--- src/design/rtt_pkg.sv ---
// ----------------------------------------------------------------------------
// rtt_pkg
// shared types and constants of the round-trip time averager
// ----------------------------------------------------------------------------
package rtt_pkg;

    localparam int WINDOW_DEPTH_DEF = 8;
    localparam int TIME_W           = 31;
    localparam int SAMPLE_W         = 32;
    localparam int AVG_W            = 26;
    localparam int COUNT_W          = 4;
    localparam int FRAC_BITS        = 16;
    localparam int MS_PER_S         = 1000;

    typedef enum logic [1:0] {
        CMD_RESET = 2'd0,
        CMD_PING  = 2'd1,
        CMD_PONG  = 2'd2
    } t_cmd;

    typedef struct packed {
        logic [1:0]        command;
        logic [TIME_W-1:0] event_time;
    } t_in_word;

    typedef struct packed {
        logic signed [AVG_W-1:0] average_ms;
        logic                    average_valid;
        logic [COUNT_W-1:0]      sample_count;
        logic                    pong_ignored;
    } t_out_word;

endpackage

--- src/design/rtt_window_average.sv ---
// ----------------------------------------------------------------------------
// rtt_window_average
// round-trip time averager over a ring of the most recent samples
// ----------------------------------------------------------------------------
// Each input word carries a command (reset window, ping sent, pong received)
// and a 15.16 timestamp; each input word gives exactly one status word
// (average in ms, valid flag, sample count, ignored-pong flag).
// Reset window, ping and ignored or unknown commands finish in the cycle they
// are taken; their status word goes through the pending register into the output
// register, and the next input word is taken once the pending register is empty.
// A pong that adds a sample reads the old ring entry, updates the running sum,
// takes its magnitude, scales it by 1000 and divides by the sample count in a
// serial divider: the ram read is issued on acceptance, then S_READ updates the
// sum, S_ABS takes the magnitude and S_MUL starts the divider, which takes
// 25 + $clog2(WINDOW_DEPTH) steps; the result then passes through the pending
// and output registers. The next input is taken once the pending register is
// empty again.
// A result waiting on a stalled receiver holds one more result in a pending
// register; input stalls while that register is full or a pong is in work.
// A synchronous reset empties the window, clears the ping and sets the
// average to -1; the sample ram is not cleared. Input stalls during reset.
// ----------------------------------------------------------------------------
module rtt_window_average #(
    parameter int WINDOW_DEPTH = rtt_pkg::WINDOW_DEPTH_DEF
) (
    input  logic               i_clk,
    input  logic               i_rst_n,
    input  logic               i_in_valid,
    output logic               o_in_stall,
    input  rtt_pkg::t_in_word  i_in_data,
    output logic               o_out_valid,
    input  logic               i_out_stall,
    output rtt_pkg::t_out_word o_out_data
);

    localparam int SLOT_W = (WINDOW_DEPTH > 1) ? $clog2(WINDOW_DEPTH) : 1;
    localparam int HELD_W = $clog2(WINDOW_DEPTH + 1);
    localparam int SUM_W  = rtt_pkg::SAMPLE_W + $clog2(WINDOW_DEPTH);
    localparam int MAG_W  = SUM_W - 1;
    localparam int PROD_W = SUM_W + 9;
    localparam int DIVD_W = PROD_W - rtt_pkg::FRAC_BITS;
    localparam int AVG_W  = rtt_pkg::AVG_W;

    typedef enum logic [2:0] {
        S_IDLE,
        S_READ,
        S_ABS,
        S_MUL,
        S_DIV
    } t_state;

    t_state                        r_state, n_state;
    logic [SLOT_W-1:0]             r_slot, n_slot;
    logic [HELD_W-1:0]             r_held, n_held;
    logic signed [SUM_W-1:0]       r_sum, n_sum;
    logic [rtt_pkg::TIME_W-1:0]    r_start, n_start;
    logic                          r_ping, n_ping;
    logic signed [AVG_W-1:0]       r_avg, n_avg;
    logic                          r_pend_v, n_pend_v;
    rtt_pkg::t_out_word            r_pend, n_pend;
    logic                          r_out_v, n_out_v;
    rtt_pkg::t_out_word            r_out, n_out;
    logic signed [rtt_pkg::SAMPLE_W-1:0] r_sample, n_sample;
    logic [MAG_W-1:0]              r_mag, n_mag;
    logic                          r_neg, n_neg;

    logic                          accept;
    logic                          full;
    logic                          pend_load;
    logic                          ignored;
    logic signed [rtt_pkg::SAMPLE_W-1:0] sample_c;
    logic signed [SUM_W-1:0]       old_ext;
    logic [SUM_W-1:0]              abs_full;
    logic [PROD_W-1:0]             prod;
    logic [31:0]                   held_ext;
    logic [DIVD_W-1:0]             quo;
    logic signed [AVG_W-1:0]       quo_avg;
    logic                          div_start;
    logic                          div_done;
    logic                          ram_wr_en;
    logic                          ram_rd_en;
    logic [rtt_pkg::SAMPLE_W-1:0]  ram_rd_data;

    rtt_ram #(
        .WIDTH (rtt_pkg::SAMPLE_W),
        .DEPTH (WINDOW_DEPTH)
    ) u_store (
        .i_clk     (i_clk),
        .i_wr_en   (ram_wr_en),
        .i_wr_addr (r_slot),
        .i_wr_data (r_sample),
        .i_rd_en   (ram_rd_en),
        .i_rd_addr (r_slot),
        .o_rd_data (ram_rd_data)
    );

    rtt_div #(
        .DIVD_W (DIVD_W),
        .DVSR_W (HELD_W)
    ) u_div (
        .i_clk      (i_clk),
        .i_rst_n    (i_rst_n),
        .i_start    (div_start),
        .i_dividend (prod[PROD_W-1:rtt_pkg::FRAC_BITS]),
        .i_divisor  (r_held),
        .o_done     (div_done),
        .o_quotient (quo)
    );

    assign o_in_stall = !i_rst_n || (r_state != S_IDLE) || r_pend_v;
    assign accept     = i_in_valid && !o_in_stall;
    assign full       = (r_held == HELD_W'(WINDOW_DEPTH));
    assign sample_c   = $signed({1'b0, i_in_data.event_time}) - $signed({1'b0, r_start});
    assign old_ext    = full ? SUM_W'($signed(ram_rd_data)) : '0;
    assign abs_full   = r_sum[SUM_W-1] ? -r_sum : r_sum;
    assign prod       = PROD_W'(r_mag) * PROD_W'(rtt_pkg::MS_PER_S);
    assign quo_avg    = r_neg ? -AVG_W'(quo) : AVG_W'(quo);

    always_comb begin
        n_state   = r_state;
        n_slot    = r_slot;
        n_held    = r_held;
        n_sum     = r_sum;
        n_start   = r_start;
        n_ping    = r_ping;
        n_avg     = r_avg;
        n_sample  = r_sample;
        n_mag     = r_mag;
        n_neg     = r_neg;
        pend_load = 1'b0;
        ignored   = 1'b0;
        div_start = 1'b0;
        ram_wr_en = 1'b0;
        ram_rd_en = 1'b0;

        unique case (r_state)
            S_IDLE: begin
                if (accept) begin
                    case (i_in_data.command)
                        rtt_pkg::CMD_RESET: begin
                            n_slot    = '0;
                            n_held    = '0;
                            n_sum     = '0;
                            n_start   = '0;
                            n_ping    = 1'b0;
                            n_avg     = '1;
                            pend_load = 1'b1;
                        end
                        rtt_pkg::CMD_PING: begin
                            n_start   = i_in_data.event_time;
                            n_ping    = 1'b1;
                            pend_load = 1'b1;
                        end
                        rtt_pkg::CMD_PONG: begin
                            if (!r_ping) begin
                                ignored   = 1'b1;
                                pend_load = 1'b1;
                            end else begin
                                // fetch the entry about to be overwritten
                                n_sample  = sample_c;
                                ram_rd_en = 1'b1;
                                n_state   = S_READ;
                            end
                        end
                        default: begin
                            pend_load = 1'b1;
                        end
                    endcase
                end
            end
            S_READ: begin
                n_sum     = r_sum - old_ext + SUM_W'(r_sample);
                ram_wr_en = 1'b1;
                if (!full) begin
                    n_held = r_held + HELD_W'(1);
                end
                if (r_slot == SLOT_W'(WINDOW_DEPTH - 1)) begin
                    n_slot = '0;
                end else begin
                    n_slot = r_slot + SLOT_W'(1);
                end
                n_state = S_ABS;
            end
            S_ABS: begin
                // truncation toward zero: divide the magnitude, restore the sign later
                n_neg   = r_sum[SUM_W-1];
                n_mag   = abs_full[MAG_W-1:0];
                n_state = S_MUL;
            end
            S_MUL: begin
                div_start = 1'b1;
                n_state   = S_DIV;
            end
            S_DIV: begin
                if (div_done) begin
                    n_avg     = quo_avg;
                    pend_load = 1'b1;
                    n_state   = S_IDLE;
                end
            end
            default: begin
                n_state = S_IDLE;
            end
        endcase

        held_ext = 32'(n_held);
        n_pend_v = r_pend_v;
        n_pend   = r_pend;
        n_out_v  = r_out_v;
        n_out    = r_out;
        if (r_out_v && !i_out_stall) begin
            n_out_v = 1'b0;
        end
        if (r_pend_v && (!r_out_v || !i_out_stall)) begin
            n_out_v  = 1'b1;
            n_out    = r_pend;
            n_pend_v = 1'b0;
        end
        if (pend_load) begin
            n_pend_v             = 1'b1;
            n_pend.average_ms    = n_avg;
            n_pend.average_valid = (n_held != '0);
            n_pend.sample_count  = held_ext[rtt_pkg::COUNT_W-1:0];
            n_pend.pong_ignored  = ignored;
        end
    end

    always_ff @(posedge i_clk) begin
        if (!i_rst_n) begin
            r_state  <= S_IDLE;
            r_slot   <= '0;
            r_held   <= '0;
            r_sum    <= '0;
            r_start  <= '0;
            r_ping   <= 1'b0;
            r_avg    <= '1;
            r_pend_v <= 1'b0;
            r_out_v  <= 1'b0;
        end else begin
            r_state  <= n_state;
            r_slot   <= n_slot;
            r_held   <= n_held;
            r_sum    <= n_sum;
            r_start  <= n_start;
            r_ping   <= n_ping;
            r_avg    <= n_avg;
            r_pend_v <= n_pend_v;
            r_out_v  <= n_out_v;
        end
        r_pend   <= n_pend;
        r_out    <= n_out;
        r_sample <= n_sample;
        r_mag    <= n_mag;
        r_neg    <= n_neg;
    end

    assign o_out_valid = r_out_v;
    assign o_out_data  = r_out;

`ifndef SYNTHESIS
    a_accept_blocks_next: assert property (@(posedge i_clk) disable iff (!i_rst_n)
        accept |=> o_in_stall)
        else $error("input taken while previous word still in flight");

    a_pend_moves_out: assert property (@(posedge i_clk) disable iff (!i_rst_n)
        (r_pend_v && !r_out_v) |=> r_out_v)
        else $error("pending word not moved to free output register");

    a_held_bound: assert property (@(posedge i_clk) disable iff (!i_rst_n)
        r_held <= HELD_W'(WINDOW_DEPTH))
        else $error("sample count beyond window depth");

    a_div_done_in_div: assert property (@(posedge i_clk) disable iff (!i_rst_n)
        div_done |-> (r_state == S_DIV))
        else $error("divider finished outside the divide state");

    a_pong_valid_avg: assert property (@(posedge i_clk) disable iff (!i_rst_n)
        (r_state == S_DIV && div_done) |=> (r_pend_v && r_pend.average_valid))
        else $error("completed pong without a valid average");
`endif

endmodule

--- src/design/rtt_ram.sv ---
// ----------------------------------------------------------------------------
// rtt_ram
// generic single-clock ram, one write port, one read port, registered read
// ----------------------------------------------------------------------------
module rtt_ram #(
    parameter int WIDTH = 32,
    parameter int DEPTH = 8,
    localparam int ADDR_W = (DEPTH > 1) ? $clog2(DEPTH) : 1
) (
    input  logic              i_clk,
    input  logic              i_wr_en,
    input  logic [ADDR_W-1:0] i_wr_addr,
    input  logic [WIDTH-1:0]  i_wr_data,
    input  logic              i_rd_en,
    input  logic [ADDR_W-1:0] i_rd_addr,
    output logic [WIDTH-1:0]  o_rd_data
);

    logic [WIDTH-1:0] r_mem [DEPTH];
    logic [WIDTH-1:0] r_rd_data;

    always_ff @(posedge i_clk) begin
        if (i_wr_en) begin
            r_mem[i_wr_addr] <= i_wr_data;
        end
        if (i_rd_en) begin
            r_rd_data <= r_mem[i_rd_addr];
        end
    end

    assign o_rd_data = r_rd_data;

endmodule

--- src/design/rtt_div.sv ---
// ----------------------------------------------------------------------------
// rtt_div
// serial restoring divider, one quotient bit per cycle, unsigned operands
// ----------------------------------------------------------------------------
module rtt_div #(
    parameter int DIVD_W = 28,
    parameter int DVSR_W = 4
) (
    input  logic              i_clk,
    input  logic              i_rst_n,
    input  logic              i_start,
    input  logic [DIVD_W-1:0] i_dividend,
    input  logic [DVSR_W-1:0] i_divisor,
    output logic              o_done,
    output logic [DIVD_W-1:0] o_quotient
);

    localparam int STEP_W = $clog2(DIVD_W + 1);

    logic              r_busy, n_busy;
    logic              r_done, n_done;
    logic [STEP_W-1:0] r_step, n_step;
    logic [DIVD_W-1:0] r_quo, n_quo;
    logic [DVSR_W-1:0] r_rem, n_rem;
    logic [DVSR_W-1:0] r_dvsr, n_dvsr;
    logic [DVSR_W:0]   rem_sh;
    logic [DVSR_W:0]   rem_diff;

    always_comb begin
        n_busy   = r_busy;
        n_done   = 1'b0;
        n_step   = r_step;
        n_quo    = r_quo;
        n_rem    = r_rem;
        n_dvsr   = r_dvsr;
        rem_sh   = {r_rem, r_quo[DIVD_W-1]};
        rem_diff = rem_sh - {1'b0, r_dvsr};
        if (i_start) begin
            n_busy = 1'b1;
            n_step = STEP_W'(DIVD_W);
            n_quo  = i_dividend;
            n_rem  = '0;
            n_dvsr = i_divisor;
        end else if (r_busy) begin
            // shift the next dividend bit into the remainder, quotient bit fills from below
            if (!rem_diff[DVSR_W]) begin
                n_rem = rem_diff[DVSR_W-1:0];
                n_quo = {r_quo[DIVD_W-2:0], 1'b1};
            end else begin
                n_rem = rem_sh[DVSR_W-1:0];
                n_quo = {r_quo[DIVD_W-2:0], 1'b0};
            end
            n_step = r_step - STEP_W'(1);
            if (r_step == STEP_W'(1)) begin
                n_busy = 1'b0;
                n_done = 1'b1;
            end
        end
    end

    always_ff @(posedge i_clk) begin
        if (!i_rst_n) begin
            r_busy <= 1'b0;
            r_done <= 1'b0;
            r_step <= '0;
        end else begin
            r_busy <= n_busy;
            r_done <= n_done;
            r_step <= n_step;
        end
        r_quo  <= n_quo;
        r_rem  <= n_rem;
        r_dvsr <= n_dvsr;
    end

    assign o_done     = r_done;
    assign o_quotient = r_quo;

endmodule
--- config.mk ---
export PLATFORM = sky130hd
export DESIGN_NAME = rtt_window_average
export DESIGN_NICKNAME = d
export VERILOG_FILES = /design/src/design/rtt_pkg.sv /design/src/design/rtt_window_average.sv /design/src/design/rtt_ram.sv /design/src/design/rtt_div.sv
export SDC_FILE = /design/constraint.sdc
export NUM_CORES = 1
export LEC_CHECK = 0
export BUFFER_PORTS_ARGS = -buffer_cell sky130_fd_sc_hd__buf_4
export CAP_MARGIN = 20
export CORE_ASPECT_RATIO = 1.2
export CORE_MARGIN = 2
export CORE_UTILIZATION = 60
export DETAILED_ROUTE_END_ITERATION = 12
export PLACE_DENSITY = 0.88
export SYNTH_ARGS = -nofsm -noshare
export SYNTH_HDL_FRONTEND = slang
export SYNTH_SLANG_ARGS = --single-unit
--- constraint.sdc ---
create_clock -name i_clk -period 7 [get_ports i_clk]
set_input_delay 0 -clock i_clk [delete_from_list [all_inputs] [get_ports i_clk]]
set_output_delay 0 -clock i_clk [all_outputs]
set_load 0.05 [all_outputs]
---- After elaboration in Yosys (flattened, before gate mapping) ----
Memories as Yosys holds them, arrays and structs flattened. A register that Yosys moved wholly into a read port is not among the register bits.
Index checks and enable logic that the tools add are counted.
cells by class
  $add $sub $neg .......................... 9
  $mul .................................... 1
  divide/modulo/power cells ............... 0
  magnitude comparators ................... 0
  eq/ne operators ......................... 14
  shifts and indexed selects .............. 0
  muxes and demuxes ....................... 52
  bitwise operators ....................... 2
  reduce and logical (&&, ||, !) cells .... 26
operators with widths
  kind                     count
  $mux W35                 3
  $mux W26                 4
  $pmux W35 S2             1
  $pmux W31 S2             1
  $mux W28                 2
  $pmux W26 S2             1
  $mul A34 B7 Y41 const B  1
  $add A35 B32 Y35         1
  $sub A35 B35 Y35         1
  $mux W34                 1
  $neg A34 Y34             1
  $sub A31 B31 Y32         1
  $neg A26 Y26             1
  $mux W1                  21
  $mux W3                  7
  $mux W4                  4
  $pmux W3 S5              1
  $mux W5                  2
  $reduce_bool A2 Y1       5
  $reduce_and A3 Y1        3
  $pmux W4 S2              1
  $reduce_and A4 Y1        2
  $eq A3 B2 Y1 const B     2
  $eq A3 B3 Y1 const B     2
  23 further kinds         35
storage, ports and cells
  register bits after elaboration ......... 279
  bits in latches ......................... 0
  memory bits (writable) .................. 256
  ROM bits ................................ 0
  output and inout bits ................... 34
  memories kept ........................... 1
memories
  memory         depth  bits a word  read ports  clocked after memory_dff  wr ports  RTL line       text
  u_store.r_mem  8      32           1           1                         1         rtt_ram.sv:19  logic [WIDTH-1:0] r_mem [DEPTH];

---- Longest topological paths before layout ----
Gate-level depths: netlist (run 1).
  depth after elaboration ................. 8
  gate-level depth with buffers ........... 19
  gate-level depth less buffers ........... 18

---- By module ----
A second synthesis (run 1) with hierarchy kept.
second synthesis, totals
  cell total of the unflattened synthesis .. 2,562
  area, all modules ....................... 31,765.5 um^2
modules (own cells, without submodules)
  module              instances  cells each  area an instance (um^2)  sequential area each (um^2)
  rtt_window_average  1          2,005       18,987.0                 6,035.8
  rtt_ram             1          415         10,786.6                 8,648.3
  rtt_div             1          142         1,991.9                  1,181.1

---- Worst setup path after synthesis (run 1) ----
OpenSTA, ideal clock, no wires.
  path kind ............................... flip-flop to flip-flop
  start point ............................. register r_mag[20]
  end point ............................... register u_div.r_quo[25], in the netlist u_div.o_quotient[25], data pin
  setup time .............................. 0.267 ns
  arrival time ............................ 4.588 ns
  data required time ...................... 6.733 ns
  path slack .............................. 2.145 ns
  stages on the path, launching flop included .. 18
  path buffers ............................ 1
  period minus slack after synthesis ...... 4.855 ns
  cell sequence ........................... edfxtp_1 inv_1 fa_1 fa_1 fa_1 fa_1 inv_1 ha_1 clkbuf_1 a21oi_1 o21ai_0 a221oi_1 o21ai_0 a211oi_1 a21oi_1 a21oi_1 xor2_1 o21ai_0
between the ends
  longest elaborated chain between the ends .. 2
RTL lines
  element                 RTL line                   text
  start, declared         rtt_window_average.sv:64   logic [MAG_W-1:0] r_mag, n_mag;
  start signal, assigned  rtt_window_average.sv:253  r_mag <= n_mag;
  $mul A34 B7 Y41         rtt_window_average.sv:116  assign prod = PROD_W'(r_mag) * PROD_W'(rtt_pkg::MS_PER_S);
  $mux W28                rtt_div.sv:38              if (i_start) begin
  via u_div.n_quo[25]     rtt_div.sv:23              logic [DIVD_W-1:0] r_quo, n_quo;
  end signal, assigned    rtt_div.sv:71              r_quo <= n_quo;
  end, declared           rtt_div.sv:23
The timed path passes the listed nets, and every way through them passes these cells.
A chain may end at the register's enable or synchronous reset.

---- Worst setup path in the final report (run 1) ----
  start point ............................. register r_mag[11]
  end point ............................... register u_div.r_quo[25], in the netlist u_div.o_quotient[25], data pin
Same word-level chain as after synthesis.

==> results of run 1 <==
-- area by class of cell --
type	count	area [µm²]	share of cell area [%]
clock inverter	30	448	1.27
timing repair buffer	163	1410	4.02
multi-input combinational	1657	13700	38.9
tap	697	872	2.48
sequential	567	15900	45.2
inverter	374	1400	4.00
clock buffer	70	1460	4.16
-- stage by stage --
step	instances	hold slack, ps
floorplan	2707	147
global placement	3389	283
detailed placement	3389	296
CTS	3556	152
global route	3558	206
finish	3558	167
-- critical path: stages, from the launching register on --
cell and delay, ps:
edfxtp_1 480, inv_1 200, fa_1 470, fa_1 500, fa_1 520, fa_1 540, inv_1 50, ha_1 370
a21oi_1 250, o2111ai_1 210, a31oi_1 390, a21oi_1 140, a211oi_1 530, a21oi_1 210, a21oi_1 210, xor2_1 200
o21ai_0 120
-- registers in the layout (all words and copies together) (netlist names), 5 cells and up --
name,count
u_div.o_quotient,28
r_sample,32
r_start,31
u_store.o_rd_data,32
o_out_data,32
r_sum,35
r_avg,26
u_div.r_step,5
r_mag,34
u_store.r_mem,256
r_pend,32
-- metal layers --
metal,routed length (µm),track usage [%],up-vias
met2,40300,52.2,1181
met3,4930,3.68,281
met1,27100,32.6,10600
met5,0,0,-
met4,4620,17.7,0
li1,-,-,9782
-- placed cells by master (no fill, tap or decap), types with 9 or more instances in the layout --
cell type,n
o211ai_1,27
nor2b_1,21
clkbuf_1,11
edfxtp_1,451
a21o_1,38
nand3_1,59
fa_1,160
o21a_1,16
o21bai_1,13
buf_4,95
clkinv_2,9
nor3_1,18
inv_1,374
a211oi_1,15
bufinv_16,10
xor2_1,61
o31ai_1,22
a31oi_1,10
xnor2_1,87
nand2b_1,27
a21boi_0,46
nand4_1,55
o21ai_0,119
dlygate4sd3_1,67
and2_1,51
dfxtp_1,116
nor2_1,72
a22oi_1,134
o2111ai_1,17
or3_1,11
clkbuf_16,54
nand2_1,184
a21oi_1,115
ha_1,167
-- path summary, 6_finish.rpt --
check        startpoint                   end  slack [ps]
max           r_mag[11]  u_div.o_quotient[25]        1380
min          i_in_valid           r_sample[0]         170
max reg2reg   r_mag[11]  u_div.o_quotient[25]        1380
min reg2reg  r_pend[13]        o_out_data[13]         420
-- where the power goes --
part / internal [mW] / switching, mW / leakage, nW
clock network: 1.85 / 1.30 / 0.931
registers: 3.61 / 0.00742 / 4.85
logic: 0.141 / 0.218 / 7.52
total: 5.60 / 1.52 / 13.3
-- cells in the mapped netlist (20+ instances only) --
cell type,n,area share (%)
o31ai_1,22,0.53
xor2_1,61,1.7
fa_1,160,10
nand2_1,184,2.2
ha_1,167,6.7
nor3_1,20,0.32
a21o_1,38,0.91
o21ai_0,119,1.9
nand2b_1,27,0.54
clkbuf_1,104,1.2
xnor2_1,87,2.4
dfxtp_1,116,7.4
inv_1,374,4.5
a21boi_0,47,1.1
nand3_1,59,0.94
nand4_1,55,1.1
a22oi_1,134,3.2
o211ai_1,27,0.65
edfxtp_1,451,43
nor2_1,76,0.91
a21oi_1,116,1.9
and2_1,51,1.0
nor2b_1,21,0.42
-- cell families after synthesis --
logic type      synth area share [%]
compound gates                  13.0
xor+xnor                        4.14
fa+ha+maj                       16.9
buf+inv                         5.80
flops                           50.7
mux                            0.224
simple gates                    9.15
==> impl_metrics.json, run 1 <==
{
  "report.final.hold_viol_count": 0,
  "io_pins": 71,
  "vias_per_cell": 6.15,
  "nNetsFinal": 3180,
  "synth_warnings": 0,
  "cp.required_ps": 7350,
  "max_freq_mhz": 178,
  "slew_violations": 0,
  "slew_headroom_pct": 27.1,
  "holdBufCountCts": 67,
  "min_period_ps": 5620,
  "fillCellCount": 3400,
  "antenna_cells": 0,
  "async_flop_share_pct": 0,
  "grt_pass1_wl_um": 121000,
  "cts_setup_buffers": 0,
  "root_buffer": "clkbuf_16",
  "grtUsageTotal_pct": 29.0,
  "antenna_left": 0,
  "dieArea_um2": 54000,
  "cts_buffer_depth": 3,
  "synth.distinct_cells": 65,
  "crit_type": "reg2reg",
  "coreArea_um2": 51500,
  "yosysSeqAreaShare_pct": 50.7,
  "clock_latency_ps": 630,
  "fp.dieH_um": 254,
  "hold_class": "in2reg",
  "chipWidth_um": 212,
  "cap_violations": 0,
  "dpl-instance-area_um2": 32500,
  "total_power_mw": 7.13,
  "worst_clock_skew_ps": 42.7,
  "postLayoutCoreUtil_pct": 68.3,
  "power_leakage_nw": 13.3,
  "syn_inst": 2707,
  "place_ws_ps": 1410,
  "drc_errors": 0,
  "grt_pass1_vias": 22700,
  "syn_nets": 3071,
  "power_density_nw_per_um2": 203,
  "vias": 21900,
  "critPathMaxFanout": 6,
  "cts.sink_count": 567,
  "dr.pass1.iters": 5,
  "synth-edff-count": 451,
  "area_growth_pct": 12.3,
  "whs_path_depth": 4,
  "avgSynthCellArea_um2": 11.6,
  "num_rows": 91,
  "setup_ws_ps": 1380,
  "place_hpwl_um": 49400,
  "arrival_ps": 5970,
  "antenna_found_initial": 0,
  "ctsHtreeMaxLevel": 2,
  "drtIter0Drc": 2036,
  "fin_tns_setup_ps": 0,
  "outcome": "complete, no violations",
  "cp-start-kind": "flip-flop",
  "synth_area_um2": 31300,
  "reg2reg_depth": 16,
  "ctsResizeCount": 0,
  "grt_start_max_net_pins": 93,
  "routed_wl_um": 77000,
  "cts_tree": "built",
  "synth_flop_cell": "edfxtp_1",
  "final_layout_size_suffix_gt1_share_pct": 7.51,
  "vdd_drop_max_mv": 0.255,
  "portBuffers": 70,
  "initial_utilization_pct": 60.8,
  "finalSetupViolCount": 0,
  "tightestPinTransition_ps": 1090,
  "grt_overflow": 0,
  "design_area_um2": 35100,
  "synth.ff_latch_count": 567,
  "rsz0062_at_grt": "false",
  "numCtsBuffers": 53,
  "crit_path_end_kind": "flip-flop",
  "routedWlPerCell_um": 21.6,
  "clk_pin_slew_ps": 70,
  "finalWeightedCongestion": 1.11,
  "final.period_utilization_pct": 80.3
}
Power figures use the tool's default switching activity.
==> inputs of run 2 (changes only) <==
Settings changed: ABC_AREA set to 1, CORE_UTILIZATION 60 to 58, PLACE_DENSITY 0.88 to 0.89.
Clock period 7 ns to 5 ns, I/O delays scaled along.
==> impl_metrics.json, run 2 <==
{
  "yosysSeqAreaShare_pct": 47.5,
  "routedWlPerCell_um": 19.4,
  "final_layout_size_suffix_gt1_share_pct": 6.35,
  "cts.sink_count": 567,
  "hold_class": "in2reg",
  "max_freq_mhz": 206,
  "power_leakage_nw": 15.6,
  "vdd_drop_max_mv": 0.384,
  "yosys-top-cells-count": "nand2_1, inv_1, edfxtp_1, nor2_1, a21oi_1",
  "synth_area_um2": 33400,
  "syn_inst": 3602,
  "avgSynthCellArea_um2": 9.27,
  "cp-start-kind": "flip-flop",
  "cts_setup_buffers": 0,
  "nNetsFinal": 4086,
  "drc_errors": 0,
  "fp.dieH_um": 267,
  "setup_ws_ps": 142,
  "cp_common_cell": "fa_1",
  "grt_pass1_vias": 26900,
  "slew_violations": 0,
  "synth.most_common_cell": "nand2_1",
  "cap_violations": 0,
  "crit_type": "reg2reg",
  "antenna_left": 0,
  "grtUsageTotal_pct": 29.4,
  "design_area_um2": 37100,
  "rsz0062_at_grt": "false",
  "worst_clock_skew_ps": 37.6,
  "ctsHtreeMaxLevel": 2,
  "root_buffer": "clkbuf_16",
  "portBuffers": 70,
  "dieArea_um2": 59500,
  "place_ws_ps": 159,
  "path_cells": "inv_1, fa_1, fa_1, fa_1, fa_1, inv_1, ha_1, a21oi_1, o21ai_0, a21oi_1, nand3_1, or2_2, nand3_1, o21ai_0",
  "num_rows": 96,
  "regMostFlops": "u_store.r_mem",
  "grt_pass1_wl_um": 137000,
  "synth_flop_cell": "edfxtp_1",
  "report.final.hold_viol_count": 0,
  "max_stage_delay_ps": 540,
  "synth_area_leaders": "edfxtp_1, fa_1, nand2_1, inv_1, dfxtp_1",
  "critPathMaxFanout": 5,
  "synth_top_cell_by_area": "edfxtp_1",
  "syn_nets": 3966,
  "area_growth_pct": 11.0,
  "clock_latency_ps": 640,
  "power_density_nw_per_um2": 488,
  "chipWidth_um": 223,
  "clk_pin_slew_ps": 70,
  "min_period_ps": 4860,
  "initial_utilization_pct": 58.6,
  "fin_tns_setup_ps": 0,
  "busiest_layer": "met2",
  "total_power_mw": 18.1,
  "final_common_cell": "nand2_1",
  "grt_overflow": 0,
  "coreArea_um2": 57100,
  "tightestPinTransition_ps": 1080,
  "synth.ff_latch_count": 567,
  "arrival_ps": 5200,
  "fin_hold_ws_ps": 194,
  "numCtsBuffers": 55,
  "synth-edff-count": 451,
  "reg_top3": "u_store.r_mem: 256 flops, r_sum: 35 flops, r_mag: 34 flops",
  "cp_slowest_cell": "fa_1",
  "r2r_slack_ps": 140,
  "vias": 26100,
  "async_flop_share_pct": 0,
  "synth_warnings": 0,
  "cp.required_ps": 5340,
  "cts_tree": "built",
  "synth_top_area_share_pct": 40.5,
  "cts_buffer_depth": 3,
  "dr.pass1.iters": 6,
  "slew_headroom_pct": 28.1,
  "drtIter0Drc": 2487,
  "crit_path_end_kind": "flip-flop",
  "finalWeightedCongestion": 0.954,
  "routed_wl_um": 87500,
  "finalSetupViolCount": 0,
  "met2_usage_pct": 54.6,
  "grt_start_max_net_pins": 83,
  "mostFrequentLayoutCells": "nand2_1, inv_1, edfxtp_1",
  "met3_usage_pct": 3.50,
  "place_hpwl_um": 62500,
  "largest_reg_flops": 256,
  "met1_usage_pct": 31.7,
  "antenna_found_initial": 2,
  "outcome": "complete, no violations",
  "vias_per_cell": 5.80,
  "io_pins": 71,
  "dpl-instance-area_um2": 34900,
  "final.period_utilization_pct": 97.2,
  "synth.distinct_cells": 51
}
## run 2: area by class of cell
type                    count  area, µm²
diodes                      2       5.00
clock buffers              72       1470
clock inverters            29        263
fillers                  4107      20000
inverters                 649       2440
multi-input cells        2310      14900
flip-flops and latches    567      15900
well taps                 735        920
repair buffers            139       1230
## run 2: worst paths after layout
kind                  from             endpoint  cells past startpoint
min          i_in_data[14]          r_start[14]                      4
max              r_mag[16]  u_div.o_quotient[9]                     14
max reg2reg      r_mag[16]  u_div.o_quotient[9]                     14
min reg2reg     r_pend[23]       o_out_data[23]                      0
## run 2: kinds of logic after synthesis
family	after synthesis	synth area share (%)
and+or+nand+nor	1376	17.3
buffers and inverters	725	8.30
DFF	567	47.5
AOI/OAI and AO/OA	534	9.20
adders and majority gates	327	15.8
xor gates and xnor gates	73	1.91
## run 2: timing repair
action                                  in CTS  in global routing
hold buffers                                38                  0
gates resized for setup                      0                  4
endpoints found under the setup margin       0                  3
hold endpoints to repair                   122                  0
## run 2: where the power goes
part	leakage [nW]	internal (mW)	switching (mW)	total, mW
Clock	0.828	2.20	1.84	4.04
Sequential	4.98	5.43	0.167	5.60
Combinational	9.77	2.82	5.64	8.46
Total	15.6	10.4	7.65	18.1
## run 2: per-layer routing
layer / vias up / part of all wire [%]
met5: - / 0
met4: 0 / 6.4
met3: 352 / 6.1
met2: 1238 / 52
met1: 12400 / 35
li1: 12100 / -
## run 2: worst max-delay path, delay by kind of cell (launching register included)
family / cells / cell delay (ps)
buffers and inverters: 2 / 320
AO/OA/AOI/OAI: 4 / 790
adder cells (fa/ha/maj): 5 / 2430
AND/OR/NAND/NOR: 3 / 640
flip-flops: 1 / 420
## run 2: stage by stage
stage | util, % | std cells
floorplan | - | 3602
global placement | 61.1 | 4356
detailed placement | 61.2 | 4360
CTS | 64.9 | 4499
global route | 65.0 | 4503
finish | 65.0 | 4503
